### src/rtl/periodic_decimal_report_formatter_core_macros.svh
// Assertion helpers shared by the formatter modules.
// Each expects clk_i and rst_ni in the enclosing module.
`ifndef PERIODIC_DECIMAL_REPORT_FORMATTER_CORE_MACROS_SVH
`define PERIODIC_DECIMAL_REPORT_FORMATTER_CORE_MACROS_SVH

// same-cycle implication
`define PDRF_ASSERT_IMP(lbl, ante, cons) \
  lbl: assert property (@(posedge clk_i) disable iff (!rst_ni) (ante) |-> (cons)) \
    else $error("pdrf assertion failed");

// next-cycle implication
`define PDRF_ASSERT_NEXT(lbl, ante, cons) \
  lbl: assert property (@(posedge clk_i) disable iff (!rst_ni) (ante) |=> (cons)) \
    else $error("pdrf assertion failed");

`endif

### src/rtl/pdrf_pkg.sv
`default_nettype none
package pdrf_pkg;

  localparam int unsigned VALUE_BITS = 11;
  localparam int unsigned SampleW    = 12;
  localparam int unsigned ByteW      = 8;
  localparam int unsigned TickW      = 16;
  localparam int unsigned ProdW      = 14;  // holds 9 * 1000
  localparam int unsigned PosW       = 3;

  localparam logic [TickW-1:0] PeriodReset = TickW'(2000);

  localparam logic [ByteW-1:0] AsciiZero   = 8'h30;
  localparam logic [ByteW-1:0] AsciiCr     = 8'h0D;
  localparam logic [ByteW-1:0] AsciiLf     = 8'h0A;
  localparam logic [ByteW-1:0] AsciiDollar = 8'h24;
  localparam logic [ByteW-1:0] AsciiHash   = 8'h23;

  // byte positions within a report
  localparam logic [PosW-1:0] PosFirst = 3'd0;
  localparam logic [PosW-1:0] PosCr    = 3'd4;
  localparam logic [PosW-1:0] PosLf    = 3'd5;

  localparam int unsigned QueueDepth = 4;
  localparam int unsigned QueuePtrW  = $clog2(QueueDepth);
  localparam int unsigned QueueCntW  = $clog2(QueueDepth + 1);

  typedef enum logic [1:0] {
    OpTick   = 2'd0,
    OpSample = 2'd1,
    OpRx     = 2'd2
  } op_e;

  typedef struct packed {
    logic                  is_report;
    logic [VALUE_BITS-1:0] value;
    logic [ByteW-1:0]      echo_byte;
    logic                  pwm;
  } cmd_t;

  typedef struct packed {
    logic full;
    logic empty;
  } queue_status_t;

  typedef struct packed {
    logic [3:0]       digit;
    logic [ProdW-1:0] sub;
  } digit_sel_t;

  localparam logic [ProdW-1:0] Places [4] = '{
    ProdW'(1000), ProdW'(100), ProdW'(10), ProdW'(1)
  };

  // Largest k in 0..9 with k*place <= rem; compares are independent.
  function automatic digit_sel_t digit_sel(input logic [VALUE_BITS-1:0] rem,
                                           input logic [1:0] place_idx);
    digit_sel_t       r;
    logic [ProdW-1:0] place;
    logic [ProdW-1:0] wide;
    logic [ProdW-1:0] step;
    r.digit = '0;
    r.sub   = '0;
    place   = Places[place_idx];
    wide    = ProdW'(rem);
    for (int k = 1; k <= 9; k++) begin
      step = ProdW'(ProdW'(k) * place);
      if (wide >= step) begin
        r.digit = 4'(k);
        r.sub   = step;
      end
    end
    return r;
  endfunction

endpackage
`default_nettype wire

### src/rtl/periodic_decimal_report_formatter_core.sv
`default_nettype none
// Channel   Handshake                 Payload
// in        in_valid_i / in_stall_o   opcode_i, sample_value_i, rx_byte_i
// out       out_valid_o / out_stall_i tx_byte_o, last_byte_o, pwm_enable_o
// cfg       cfg_valid_i / cfg_ready_o report_period_i
//
// One input item is taken per cycle; the front stalls only while the
// four-entry request queue is full. The byte emitter sends one byte per
// cycle unless out_stall_i holds it: six for a report, one for an echo;
// the first byte is registered off the queue head. Asynchronous active-low
// reset clears counters, flag and queue and restores a period of 2000 ticks.
module periodic_decimal_report_formatter_core import pdrf_pkg::*; (
  input  wire logic               clk_i,
  input  wire logic               rst_ni,
  input  wire logic               in_valid_i,
  output logic                    in_stall_o,
  input  wire logic [1:0]         opcode_i,
  input  wire logic [SampleW-1:0] sample_value_i,
  input  wire logic [ByteW-1:0]   rx_byte_i,
  input  wire logic               cfg_valid_i,
  output logic                    cfg_ready_o,
  input  wire logic [TickW-1:0]   report_period_i,
  output logic                    out_valid_o,
  input  wire logic               out_stall_i,
  output logic [ByteW-1:0]        tx_byte_o,
  output logic                    last_byte_o,
  output logic                    pwm_enable_o
);

  queue_status_t status;
  logic          push;
  logic          pop;
  cmd_t          cmd;
  cmd_t          head;

  pdrf_front u_front (
    .clk_i          (clk_i),
    .rst_ni         (rst_ni),
    .in_valid_i     (in_valid_i),
    .in_stall_o     (in_stall_o),
    .opcode_i       (opcode_i),
    .sample_value_i (sample_value_i),
    .rx_byte_i      (rx_byte_i),
    .cfg_valid_i    (cfg_valid_i),
    .cfg_ready_o    (cfg_ready_o),
    .report_period_i(report_period_i),
    .status_i       (status),
    .push_o         (push),
    .cmd_o          (cmd)
  );

  pdrf_fifo u_fifo (
    .clk_i   (clk_i),
    .rst_ni  (rst_ni),
    .push_i  (push),
    .cmd_i   (cmd),
    .pop_i   (pop),
    .head_o  (head),
    .status_o(status)
  );

  pdrf_back u_back (
    .clk_i       (clk_i),
    .rst_ni      (rst_ni),
    .head_i      (head),
    .status_i    (status),
    .pop_o       (pop),
    .out_valid_o (out_valid_o),
    .out_stall_i (out_stall_i),
    .tx_byte_o   (tx_byte_o),
    .last_byte_o (last_byte_o),
    .pwm_enable_o(pwm_enable_o)
  );

endmodule
`default_nettype wire

### src/rtl/pdrf_front.sv
`default_nettype none
module pdrf_front import pdrf_pkg::*; (
  input  wire logic                clk_i,
  input  wire logic                rst_ni,
  input  wire logic                in_valid_i,
  output logic                     in_stall_o,
  input  wire logic [1:0]          opcode_i,
  input  wire logic [SampleW-1:0]  sample_value_i,
  input  wire logic [ByteW-1:0]    rx_byte_i,
  input  wire logic                cfg_valid_i,
  output logic                     cfg_ready_o,
  input  wire logic [TickW-1:0]    report_period_i,
  input  wire queue_status_t       status_i,
  output logic                     push_o,
  output cmd_t                     cmd_o
);

  logic [TickW-1:0]      period_q;
  logic [TickW-1:0]      tick_q, tick_d;
  logic [VALUE_BITS-1:0] value_q, value_d;
  logic                  pwm_q, pwm_d;
  logic [TickW-1:0]      tick_inc;
  logic                  accept;
  op_e                   op;

  assign cfg_ready_o = 1'b1;
  assign in_stall_o  = status_i.full;
  assign accept      = in_valid_i && !status_i.full;
  assign op          = op_e'(opcode_i);
  assign tick_inc    = tick_q + TickW'(1);

  always_comb begin
    tick_d          = tick_q;
    value_d         = value_q;
    pwm_d           = pwm_q;
    push_o          = 1'b0;
    cmd_o.is_report = 1'b0;
    cmd_o.value     = value_q;
    cmd_o.echo_byte = rx_byte_i;
    cmd_o.pwm       = pwm_q;
    if (accept) begin
      unique case (op)
        OpTick: begin
          if (tick_inc == period_q) begin
            tick_d          = '0;
            push_o          = 1'b1;
            cmd_o.is_report = 1'b1;
          end else begin
            tick_d = tick_inc;
          end
        end
        OpSample: begin
          value_d = VALUE_BITS'(sample_value_i);
        end
        OpRx: begin
          if (rx_byte_i == AsciiDollar) begin
            pwm_d     = 1'b1;
            push_o    = 1'b1;
            cmd_o.pwm = 1'b1;
          end else if (rx_byte_i == AsciiHash) begin
            pwm_d     = 1'b0;
            push_o    = 1'b1;
            cmd_o.pwm = 1'b0;
          end
        end
        default: begin
        end
      endcase
    end
  end

  always_ff @(posedge clk_i or negedge rst_ni) begin
    if (!rst_ni) begin
      period_q <= PeriodReset;
      tick_q   <= '0;
      value_q  <= '0;
      pwm_q    <= 1'b0;
    end else begin
      if (cfg_valid_i && cfg_ready_o) begin
        period_q <= report_period_i;
      end
      tick_q  <= tick_d;
      value_q <= value_d;
      pwm_q   <= pwm_d;
    end
  end

endmodule
`default_nettype wire

### src/rtl/pdrf_fifo.sv
`default_nettype none
`include "periodic_decimal_report_formatter_core_macros.svh"
module pdrf_fifo import pdrf_pkg::*; (
  input  wire logic    clk_i,
  input  wire logic    rst_ni,
  input  wire logic    push_i,
  input  wire cmd_t    cmd_i,
  input  wire logic    pop_i,
  output cmd_t         head_o,
  output queue_status_t status_o
);

  cmd_t                 mem_q [QueueDepth];
  logic [QueuePtrW-1:0] wr_ptr_q, rd_ptr_q;
  logic [QueueCntW-1:0] count_q;

  function automatic logic [QueuePtrW-1:0] ptr_next(input logic [QueuePtrW-1:0] p);
    return (p == QueuePtrW'(QueueDepth - 1)) ? '0 : p + QueuePtrW'(1);
  endfunction

  assign head_o         = mem_q[rd_ptr_q];
  assign status_o.full  = (count_q == QueueCntW'(QueueDepth));
  assign status_o.empty = (count_q == '0);

  always_ff @(posedge clk_i) begin
    if (push_i) begin
      mem_q[wr_ptr_q] <= cmd_i;
    end
  end

  always_ff @(posedge clk_i or negedge rst_ni) begin
    if (!rst_ni) begin
      wr_ptr_q <= '0;
      rd_ptr_q <= '0;
      count_q  <= '0;
    end else begin
      if (push_i) begin
        wr_ptr_q <= ptr_next(wr_ptr_q);
      end
      if (pop_i) begin
        rd_ptr_q <= ptr_next(rd_ptr_q);
      end
      if (push_i && !pop_i) begin
        count_q <= count_q + QueueCntW'(1);
      end else if (pop_i && !push_i) begin
        count_q <= count_q - QueueCntW'(1);
      end
    end
  end

  `PDRF_ASSERT_IMP(a_no_pop_empty, pop_i, !status_o.empty)
  `PDRF_ASSERT_IMP(a_no_push_full, push_i, !status_o.full)
  `PDRF_ASSERT_NEXT(a_count_up, push_i && !pop_i, count_q == $past(count_q) + QueueCntW'(1))

endmodule
`default_nettype wire

### src/rtl/pdrf_back.sv
`default_nettype none
`include "periodic_decimal_report_formatter_core_macros.svh"
module pdrf_back import pdrf_pkg::*; (
  input  wire logic          clk_i,
  input  wire logic          rst_ni,
  input  wire cmd_t          head_i,
  input  wire queue_status_t status_i,
  output logic               pop_o,
  output logic               out_valid_o,
  input  wire logic          out_stall_i,
  output logic [ByteW-1:0]   tx_byte_o,
  output logic               last_byte_o,
  output logic               pwm_enable_o
);

  logic                  busy_q, busy_d;
  logic [PosW-1:0]       pos_q;
  logic [VALUE_BITS-1:0] rem_q;
  cmd_t                  cmd_q;
  logic                  out_valid_q;
  logic [ByteW-1:0]      tx_q, tx_d;
  logic                  last_q, last_d;
  logic                  pwm_q;

  cmd_t                  cur_cmd;
  logic [PosW-1:0]       cur_pos;
  logic [VALUE_BITS-1:0] cur_rem;
  digit_sel_t            dsel;
  logic                  advance;
  logic                  emit;

  // Current job: a report in progress, else the queue head (first byte).
  assign cur_cmd = busy_q ? cmd_q : head_i;
  assign cur_pos = busy_q ? pos_q : PosFirst;
  assign cur_rem = busy_q ? rem_q : head_i.value;
  assign dsel    = digit_sel(cur_rem, cur_pos[1:0]);
  assign advance = !out_valid_q || !out_stall_i;
  assign emit    = advance && (busy_q || !status_i.empty);
  assign pop_o   = emit && !busy_q;

  always_comb begin
    tx_d   = cur_cmd.echo_byte;
    last_d = 1'b1;
    busy_d = busy_q;
    if (cur_cmd.is_report) begin
      last_d = 1'b0;
      unique case (cur_pos)
        PosCr: tx_d = AsciiCr;
        PosLf: begin
          tx_d   = AsciiLf;
          last_d = 1'b1;
        end
        default: tx_d = AsciiZero + ByteW'(dsel.digit);
      endcase
    end
    if (emit) begin
      busy_d = !last_d;
    end
  end

  always_ff @(posedge clk_i) begin
    if (emit) begin
      cmd_q <= cur_cmd;
      pos_q <= cur_pos + PosW'(1);
      rem_q <= cur_rem - dsel.sub[VALUE_BITS-1:0];
      tx_q  <= tx_d;
      last_q <= last_d;
      pwm_q <= cur_cmd.pwm;
    end
  end

  always_ff @(posedge clk_i or negedge rst_ni) begin
    if (!rst_ni) begin
      busy_q      <= 1'b0;
      out_valid_q <= 1'b0;
    end else begin
      busy_q <= busy_d;
      if (advance) begin
        out_valid_q <= emit;
      end
    end
  end

  assign out_valid_o  = out_valid_q;
  assign tx_byte_o    = tx_q;
  assign last_byte_o  = last_q;
  assign pwm_enable_o = pwm_q;

  // only reports span several bytes, and never past the LF
  `PDRF_ASSERT_IMP(a_busy_report, busy_q, cmd_q.is_report && pos_q != PosFirst && pos_q <= PosLf)
  `PDRF_ASSERT_NEXT(a_hold_busy, busy_q && !emit, busy_q && $stable(pos_q))

endmodule
`default_nettype wire
### config.mk
export PLATFORM = sky130hd
export DESIGN_NAME = periodic_decimal_report_formatter_core
export DESIGN_NICKNAME = d
export VERILOG_FILES = /design/src/rtl/pdrf_pkg.sv /design/src/rtl/periodic_decimal_report_formatter_core.sv /design/src/rtl/pdrf_front.sv /design/src/rtl/pdrf_fifo.sv /design/src/rtl/pdrf_back.sv
export VERILOG_INCLUDE_DIRS = /design/src /design/src/rtl
export SDC_FILE = /design/constraint.sdc
export NUM_CORES = 1
export LEC_CHECK = 0
export BUFFER_PORTS_ARGS = -buffer_cell sky130_fd_sc_hd__buf_2
export CAP_MARGIN = 20
export CORE_MARGIN = 1
export CORE_UTILIZATION = 45
export CTS_BUF_LIST = sky130_fd_sc_hd__clkbuf_8
export DETAILED_ROUTE_END_ITERATION = 8
export PLACE_DENSITY_LB_ADDON = 0.15
export SLEW_MARGIN = 20
export SYNTH_ARGS = -nofsm -noshare
export SYNTH_HDL_FRONTEND = slang
export SYNTH_SLANG_ARGS = --single-unit
### constraint.sdc
create_clock -name clk_i -period 8.6 [get_ports clk_i]
set_input_delay 1.72 -clock clk_i [delete_from_list [all_inputs] [get_ports clk_i]]
set_output_delay 1.72 -clock clk_i [all_outputs]
set_load 0.005 [all_outputs]
==> results of run 1 <==
==> flip-flops by register name, summed over array words and instances, names as in the netlist <==
register            count
u_fifo.rd_ptr_q         2
u_back.tx_byte_o        8
u_front.value_q        11
u_back.pos_q            3
u_front.period_q       16
u_back.last_byte_o      1
u_fifo.wr_ptr_q         2
u_fifo.count_q          3
u_back.busy_q           1
u_fifo.mem_q           84
u_front.tick_q         16
u_back.rem_q           11
u_front.pwm_q           1
u_back.out_valid_o      1
u_back.cmd_q           10
==> synthesized netlist by cell type, drive strengths merged, types with 4 or more instances <==
library cell	instances	area (µm²)
edfxtp	117	3510
nand2	90	338
ha	75	938
o21ai	52	260
nor2	49	189
dfrtp	47	1180
a21oi	40	204
mux2	36	413
inv	33	124
nor3	22	115
buf	20	120
nand3	20	110
xnor2	20	175
mux4	19	428
nor2b	18	113
clkbuf	13	48.8
a211oi	12	95.1
and3	12	76.3
nor4	12	90.1
nand2b	11	68.8
nand4	11	83.8
xor2	10	87.6
o211ai	9	67.6
a21o	8	60.1
and2	8	52.6
o21a	8	60.1
a31oi	7	43.8
mux2i	7	70.1
a22o	6	52.6
dfstp	6	158
o31ai	6	45.0
nor3b	5	37.5
o22ai	5	31.3
a2111oi	4	35.0
a22oi	4	43.8
or3	4	25.0
==> through the flow <==
step / setup slack, ns / hold slack, ns / utilization, % / instance area (µm²) / cells
after floorplan: 2.75 / 0.456 / - / 10100 / 881
after global placement: 1.84 / 0.479 / 48.6 / 10600 / 1198
after detailed placement: 1.86 / 0.488 / 48.6 / 10600 / 1198
after CTS: 1.79 / 0.501 / 50.6 / 11100 / 1230
after global routing: 1.16 / 0.530 / 50.6 / 11100 / 1230
final: 1.74 / 0.496 / 50.6 / 11100 / 1230
==> final cells by class <==
| type | count | area, µm² |
|---|---|---|
| well taps | 280 | 350 |
| repair buffers | 70 | 393 |
| clock inverters | 14 | 181 |
| multi-input cells | 644 | 4930 |
| fillers | 2027 | 10800 |
| flip-flops and latches | 170 | 4850 |
| clock buffers | 18 | 248 |
| inverters | 34 | 128 |
==> cells by family after synthesis <==
logic type               after synthesis  synth area share, %
AO/OA/AOI/OAI                        193                 12.9
XOR/XNOR                              30                 2.61
adder cells (fa/ha/maj)               77                 9.73
multiplexers                          62                 9.06
flip-flops                           170                 48.2
other                                  1               0.0373
buffers and inverters                 67                 2.95
AND/OR/NAND/NOR                      281                 14.5
==> worst paths after layout <==
path	slack [ns]	start	to
worst max-delay path	1.74	u_back.busy_q	u_back.rem_q[10]
worst min-delay path	0.50	u_fifo.count_q[2]	u_fifo.count_q[2]
worst max register to register	1.74	u_back.busy_q	u_back.rem_q[10]
worst min register to register	0.50	u_fifo.count_q[2]	u_fifo.count_q[2]
max in group asynchronous	6.72	rst_ni	u_front.tick_q[10]
min in group asynchronous	1.40	rst_ni	u_front.period_q[13]
==> routing by layer <==
| layer | routed length [µm] | vias up | global-route usage, % |
|---|---|---|---|
| li1 | - | 3433 | - |
| met1 | 11100 | 3426 | 30.6 |
| met2 | 10900 | 187 | 33.6 |
| met3 | 1040 | 24 | 3.41 |
| met4 | 284 | 0 | 6.25 |
| met5 | 0 | - | 0 |
==> cells in the final DEF (no fill, tap or decap), drive strengths merged, types with 9 or more instances in the layout <==
cell type / n
a211oi: 12
a21oi: 40
and3: 12
buf: 70
clkbuf: 18
dfrtp: 47
edfxtp: 117
ha: 75
inv: 40
mux2: 36
mux4: 19
nand2: 90
nand2b: 11
nand3: 20
nand4: 11
nor2: 49
nor2b: 18
nor3: 22
nor4: 12
o211ai: 9
o21ai: 52
xnor2: 20
xor2: 10
==> impl_metrics.ini, run 1 <==
[status]
status = finished, final reports clean

[grt]
gr-total-overflow = 0
antenna_found_initial = 0
grt_pass1_wl_mm = 36.9
grtUsageTotal_pct = 21.4
grt_max_degree = 54
grt_pass1_vias = 6677

[worst_setup_path]
crit_arrival_ns = 7.06
ff2ff_path_depth = 24
criticalPathCategory = reg2reg
cp-start-kind = flip-flop
critPathSlowestCell = dfrtp_1
crit_buf_inv = 3
cp.depth = 24
required_ns = 8.80
end_kind = flip-flop
critPathMaxFanout = 15
crit_top_cell = ha_1
cp_top_family = compound AO/OA/AOI/OAI gates
slowest_delay_ns = 0.55
worstPathCellList = buf_4 -> and2_1 -> inv_1 -> ha_1 -> inv_1 -> nor3_1 -> o21ai_0 -> ha_1 -> and3_1 -> o211a_1 -> o41ai_1 -> nand3_1 -> nand2_1 -> o211ai_1 -> a221oi_1 -> ha_1 -> nor2b_1 -> o21ai_0 -> a21oi_1 -> or4_1 -> a31o_2 -> a21oi_1 -> xnor2_1 -> xnor2_1

[clocking]
cts_tree = built
clk_pin_slew_ns = 0.11
h-tree-depth = 4
cts-resized-gates = 0
cts.path.max_buffers = 2
cts_buffers = 17
hold_buffers = 0
worstSkewPairLatency_ns = 0.47
clock_sinks = 170
cts_setup_buffers = 0
root_buffer = clkbuf_8

[route]
first_iter_violations = 465
num_vias = 7070
drc = 0
ant_nets = 0
drtPass1Iterations = 5
drt-vias-per-instance = 5.75
wl_mm = 23.4
wl_per_cell_um = 19.0

[die]
core-area_um2 = 21900
fp.dieH_um = 151
start_util_pct = 45.9
rows = 54
pin_count = 56
die_x_um = 151
dieArea_um2 = 22900

[synth]
synth_edf_count = 117
synthArstFlopShare_pct = 31.2
ys_ff_latch = 170
syn_area_per_cell_um2 = 11.4
seq_area_frac_synth_pct = 48.2
synthFlopType = edfxtp_1
syn_inst = 881
synth_area_um2 = 10100
synth_warnings = 0
ys_types = 89
synth_nets = 1001

[finish]
nNetsFinal = 1057
diodes = 0
drive_above_1_share_pct = 19.8
areaGrowthSynthToFinish_pct = 10.1

[placed_design]
io_buffers = 53
gp_congestion = 0.935
dp_hpwl_mm = 16.7

[hold_path]
hold_depth = 1
hold_path_class = reg2reg

[sta]
fin_worst_skew_ns = 0.0291
setup_viol = 0
rsz0062_at_grt = no
period_minus_slack_ns = 6.86
final-hold-violation-count = 0
slew_headroom_pct = 30.7
period_share_pct = 79.7
tns_ns = 0
slew_viol_final = 0
fmax_mhz = 146
worstMarginPinSlew_ns = 1.03

[flow_run]
drv_cap = 0
Power of run 1 is left out: the tool's default activity adds up to more than one toggle a clock period on the data nets, which glitch-free logic cannot reach.
==> run 2: changes to the inputs <==
- clock period: 8.6 -> 7 ns (I/O delays scaled with it)
==> run 2 against run 1 <==
Effect of this change: critical path depth fell by 2; maximum frequency is 5.8% higher; sequential share of layout area is 0.37 points lower; final cell count rose by 1.3%; critical path type unchanged; first-iteration DRC count is 2.8% lower.
==> impl_metrics.ini, run 2 (synthesis results as in run 1) <==
[clocking]
cts_tree = built
cts_buffers = 17
clk_pin_slew_ns = 0.11
root_buffer = clkbuf_8
h-tree-depth = 4
cts-resized-gates = 0
clock_sinks = 170
cts.path.max_buffers = 2
cts_setup_buffers = 0
worstSkewPairLatency_ns = 0.47
hold_buffers = 0

[finish]
top_register = u_fifo.mem_q
areaGrowthSynthToFinish_pct = 11.1
nFillCells = 1964
seqCellArea_um2 = 4850
multi_input_area_um2 = 4920
diodes = 0
instances_no_fill = 1246
top_regs = u_fifo.mem_q: 84 flops, u_front.period_q: 16 flops, u_front.tick_q: 16 flops
nNetsFinal = 1073
drive_above_1_share_pct = 21.0
final_cell_mix = edfxtp_1, nand2_1, ha_1, buf_2
layout.cells.most_common = edfxtp_1
largest_register_ffs = 84

[flow_run]
drv_cap = 0

[placed_design]
gp_congestion = 0.968
dp_hpwl_mm = 17.3
io_buffers = 53
placed_cells = 1214

[grt]
gr-total-overflow = 0
grt_pass1_wl_mm = 37.3
grt_pass1_vias = 6817
antenna_found_initial = 0
grtUsageTotal_pct = 21.6
grt_max_degree = 54

[sta]
slew_headroom_pct = 40.7
rsz0062_at_grt = no
slew_viol_final = 0
fmax_mhz = 154
final-hold-violation-count = 0
setup_viol = 0
worstMarginPinSlew_ns = 0.882
fin_worst_skew_ns = 0.0241
tns_ns = 0
period_share_pct = 92.6
period_minus_slack_ns = 6.48

[worst_setup_path]
criticalPathCategory = reg2reg
crit_arrival_ns = 6.69
cp-start-kind = flip-flop
required_ns = 7.21
end_kind = flip-flop
worstPathCellList = mux4_2 -> mux2i_1 -> inv_1 -> ha_1 -> nand3_1 -> nor3b_1 -> o211ai_1 -> a41oi_1 -> a211oi_1 -> o31ai_1 -> a21oi_1 -> nor2_1 -> ha_1 -> fa_1 -> nor2b_1 -> o21ai_0 -> a21oi_1 -> or4_1 -> a31o_2 -> a21oi_1 -> xnor2_1 -> xnor2_1
slowest_delay_ns = 0.85
ff2ff_path_depth = 22
critPathSlowestCell = dfrtp_1
critPathMaxFanout = 14
crit_top_cell = a21oi_1

[hold_path]
hold_path_class = reg2reg
hold_depth = 1

[route]
drt-vias-per-instance = 5.72
wl_per_cell_um = 19.0
num_vias = 7122
ant_nets = 0
wl_mm = 23.7
drtPass1Iterations = 5
first_iter_violations = 452
drc = 0

[die]
die_x_um = 151
fp.dieH_um = 151
start_util_pct = 45.9
pin_count = 56
core-area_um2 = 21900
dieArea_um2 = 22900
rows = 54

[status]
status = finished, final reports clean
[run 2: final timing paths]
| kind | startpoint | slack [ns] | to |
|---|---|---|---|
| setup / recovery | u_fifo.rd_ptr_q[0] | 0.52 | u_back.rem_q[10] |
| hold / removal | u_fifo.count_q[2] | 0.50 | u_fifo.count_q[2] |
| setup reg to reg | u_fifo.rd_ptr_q[0] | 0.52 | u_back.rem_q[10] |
| hold reg to reg | u_fifo.count_q[2] | 0.50 | u_fifo.count_q[2] |
| max in group asynchronous | rst_ni | 5.46 | u_front.value_q[9] |
| min in group asynchronous | rst_ni | 1.06 | u_front.period_q[14] |
[run 2: metal layers]
| metal | wire, µm | vias up | GRT usage, % |
|---|---|---|---|
| li1 | - | 3478 | - |
| met1 | 11100 | 3413 | 30.0 |
| met2 | 11100 | 204 | 34.4 |
| met3 | 1140 | 27 | 4.22 |
| met4 | 395 | 0 | 5.95 |
| met5 | 0 | - | 0 |
[run 2: metrics by stage]
stage               utilization [%]  setup slack (ns)  cell area (µm²)  hold slack [ns]
floorplan                         -              1.15            10100            0.456
global placement               49.1             0.573            10800            0.482
detailed placement             49.1             0.552            10800            0.486
CTS                            51.0             0.545            11200            0.506
global route                   51.0            0.0121            11200            0.521
finish                         51.0             0.518            11200            0.500
[run 2: critical path, delay by kind of cell (launching register included)]
| family | cells | cell delay [ns] |
|---|---|---|
| simple gates | 5 | 1.08 |
| buf+inv | 1 | 0.24 |
| compound gates | 9 | 2.00 |
| fa+ha+maj | 3 | 0.87 |
| flops | 1 | 0.85 |
| xor+xnor | 2 | 0.26 |
| mux | 2 | 0.91 |
[run 2: area by class of cell]
type | count | area share [%]
Clock inverter | 15 | 1.56
Sequential cell | 170 | 43.4
Timing Repair Buffer | 86 | 4.59
Multi-Input combinational cell | 644 | 44.1
Inverter | 34 | 1.14
Clock buffer | 17 | 2.10
Tap cell | 280 | 3.14
Power of run 2 is left out for the same reason.
==> run 3: changes to the inputs <==
- clock period: 7 -> 6.9 ns (I/O delays scaled with it)
==> run 3 against run 2 <==
Effect of this change: final area up 0.22%; final cell count is 0.40% higher; sequential cell count unchanged; largest cell class unchanged.
==> impl_metrics.ini, run 3 (synthesis results as in run 1) <==
[die]
start_util_pct = 45.9
core-area_um2 = 21900
dieArea_um2 = 22900
pin_count = 56
rows = 54
die_x_um = 151
fp.dieH_um = 151

[worst_setup_path]
worstPathCellList = buf_4 -> or2_1 -> a211oi_1 -> nor3_1 -> ha_1 -> a2111oi_0 -> nand2_1 -> o21a_1 -> nor2_1 -> o211ai_1 -> a221oi_1 -> buf_4 -> ha_1 -> nor2b_1 -> o21ai_0 -> a21oi_1 -> or4_1 -> a31o_2 -> a21oi_1 -> xnor2_1 -> xnor2_1
r2r_end = u_back.rem_q[10]
end_kind = flip-flop
slowest_delay_ns = 0.90
crit_buf_inv = 2
critPathMaxFanout = 11
criticalPathCategory = reg2reg
reg2reg_slack_ns = 0.56
required_ns = 7.16
cp_top_family = compound AO/OA/AOI/OAI gates
crit_arrival_ns = 6.60
r2r_start = u_back.busy_q
critPathSlowestCell = nor3_1
cp-start-kind = flip-flop
ff2ff_path_depth = 21

[grt]
grt_pass1_wl_mm = 37.5
grt_pass1_vias = 6802
antenna_found_initial = 0
grtUsageTotal_pct = 21.7
gr-total-overflow = 0
grt_max_degree = 54

[route]
ant_nets = 0
wl_mm = 23.6
drc = 0
drtPass1Iterations = 5
first_iter_violations = 489
num_vias = 7155
wl_per_cell_um = 18.9
drt-vias-per-instance = 5.72

[finish]
largest_register_ffs = 84
final_cell_mix = edfxtp_1, nand2_1, ha_1, buf_2, nor2_1
top_regs = u_fifo.mem_q: 84 flops, u_front.period_q: 16 flops, u_front.tick_q: 16 flops
areaGrowthSynthToFinish_pct = 11.3
fin_util_pct = 51.1
drive_above_1_share_pct = 21.5
diodes = 0
top_register = u_fifo.mem_q
layout.cells.most_common = edfxtp_1
nNetsFinal = 1078

[sta]
slew_headroom_pct = 26.6
rsz0062_at_grt = no
period_minus_slack_ns = 6.34
final-hold-violation-count = 0
fin_worst_skew_ns = 0.0240
slew_viol_final = 0
fmax_mhz = 158
worstMarginPinSlew_ns = 1.09
tns_ns = 0
setup_viol = 0
period_share_pct = 91.8

[placed_design]
dp_hpwl_mm = 17.2
gp_congestion = 0.943
io_buffers = 53

[clocking]
cts_buffers = 17
clk_pin_slew_ns = 0.10
clock_sinks = 170
hold_buffers = 0
root_buffer = clkbuf_8
h-tree-depth = 4
cts_tree = built
worstSkewPairLatency_ns = 0.46
cts.path.max_buffers = 2

[hold_path]
hold_depth = 1
hold_path_class = reg2reg
worstHoldStart = u_fifo.count_q[2]
hold_path_end = u_fifo.count_q[2]

[flow_run]
drv_cap = 0

[status]
status = finished, final reports clean
-- run 3: final cells by class --
type,count,area (µm²)
well taps,280,350
repair buffers,91,563
fillers,1960,10700
flip-flops and latches,170,4850
inverters,34,128
clock inverters,14,128
clock buffers,18,248
multi-input cells,644,4930
-- run 3: worst max-delay path by stage --
| stage | startpoint | to | cells after the start |
|---|---|---|---|
| 2_1_floorplan | u_fifo.rd_ptr_q[0] | u_back.rem_q[10] | 26 |
| 3_3_place_gp | u_fifo.rd_ptr_q[1] | u_back.rem_q[10] | 19 |
| 3_5_place_dp | u_fifo.rd_ptr_q[1] | u_back.rem_q[10] | 19 |
| 4_1_cts | u_fifo.rd_ptr_q[1] | u_back.rem_q[10] | 19 |
| 5_1_grt | u_back.busy_q | u_back.rem_q[10] | 21 |
| 6_report | u_back.busy_q | u_back.rem_q[10] | 21 |
-- run 3: layer usage --
| metal | GRT usage [%] | wire length (µm) | vias to the layer above |
|---|---|---|---|
| met1 | 31.7 | 11600 | 3455 |
| met5 | 0 | 0 | - |
| met3 | 3.95 | 1030 | 24 |
| met2 | 33.2 | 10600 | 169 |
| met4 | 5.70 | 331 | 0 |
| li1 | - | - | 3507 |
-- run 3: what timing repair did --
item | in CTS | in global routing
setup buffers | 0 | 0
endpoints found under the setup margin | 0 | 1
gates resized for setup | 0 | 2
-- run 3: through the flow --
stage	setup slack [ns]	instance area, µm²	cells	hold slack (ns)
final	0.565	11200	1251	0.519
after global routing	0.0746	11200	1251	0.538
after CTS	0.468	11200	1251	0.518
after detailed placement	0.526	10800	1219	0.499
after global placement	0.561	10800	1219	0.474
after floorplan	1.05	10100	881	0.456
-- run 3: worst register-to-register path: stages, from the launching register on --
cell and delay [ns]:
dfrtp_1 0.49, buf_4 0.24, or2_1 0.16, a211oi_1 0.08, nor3_1 0.90, ha_1 0.46
a2111oi_0 0.46, nand2_1 0.11, o21a_1 0.22, nor2_1 0.27, o211ai_1 0.18, a221oi_1 0.41
buf_4 0.19, ha_1 0.23, nor2b_1 0.13, o21ai_0 0.19, a21oi_1 0.12, or4_1 0.44
a31o_2 0.25, a21oi_1 0.22, xnor2_1 0.11, xnor2_1 0.28
Power of run 3 is left out for the same reason.
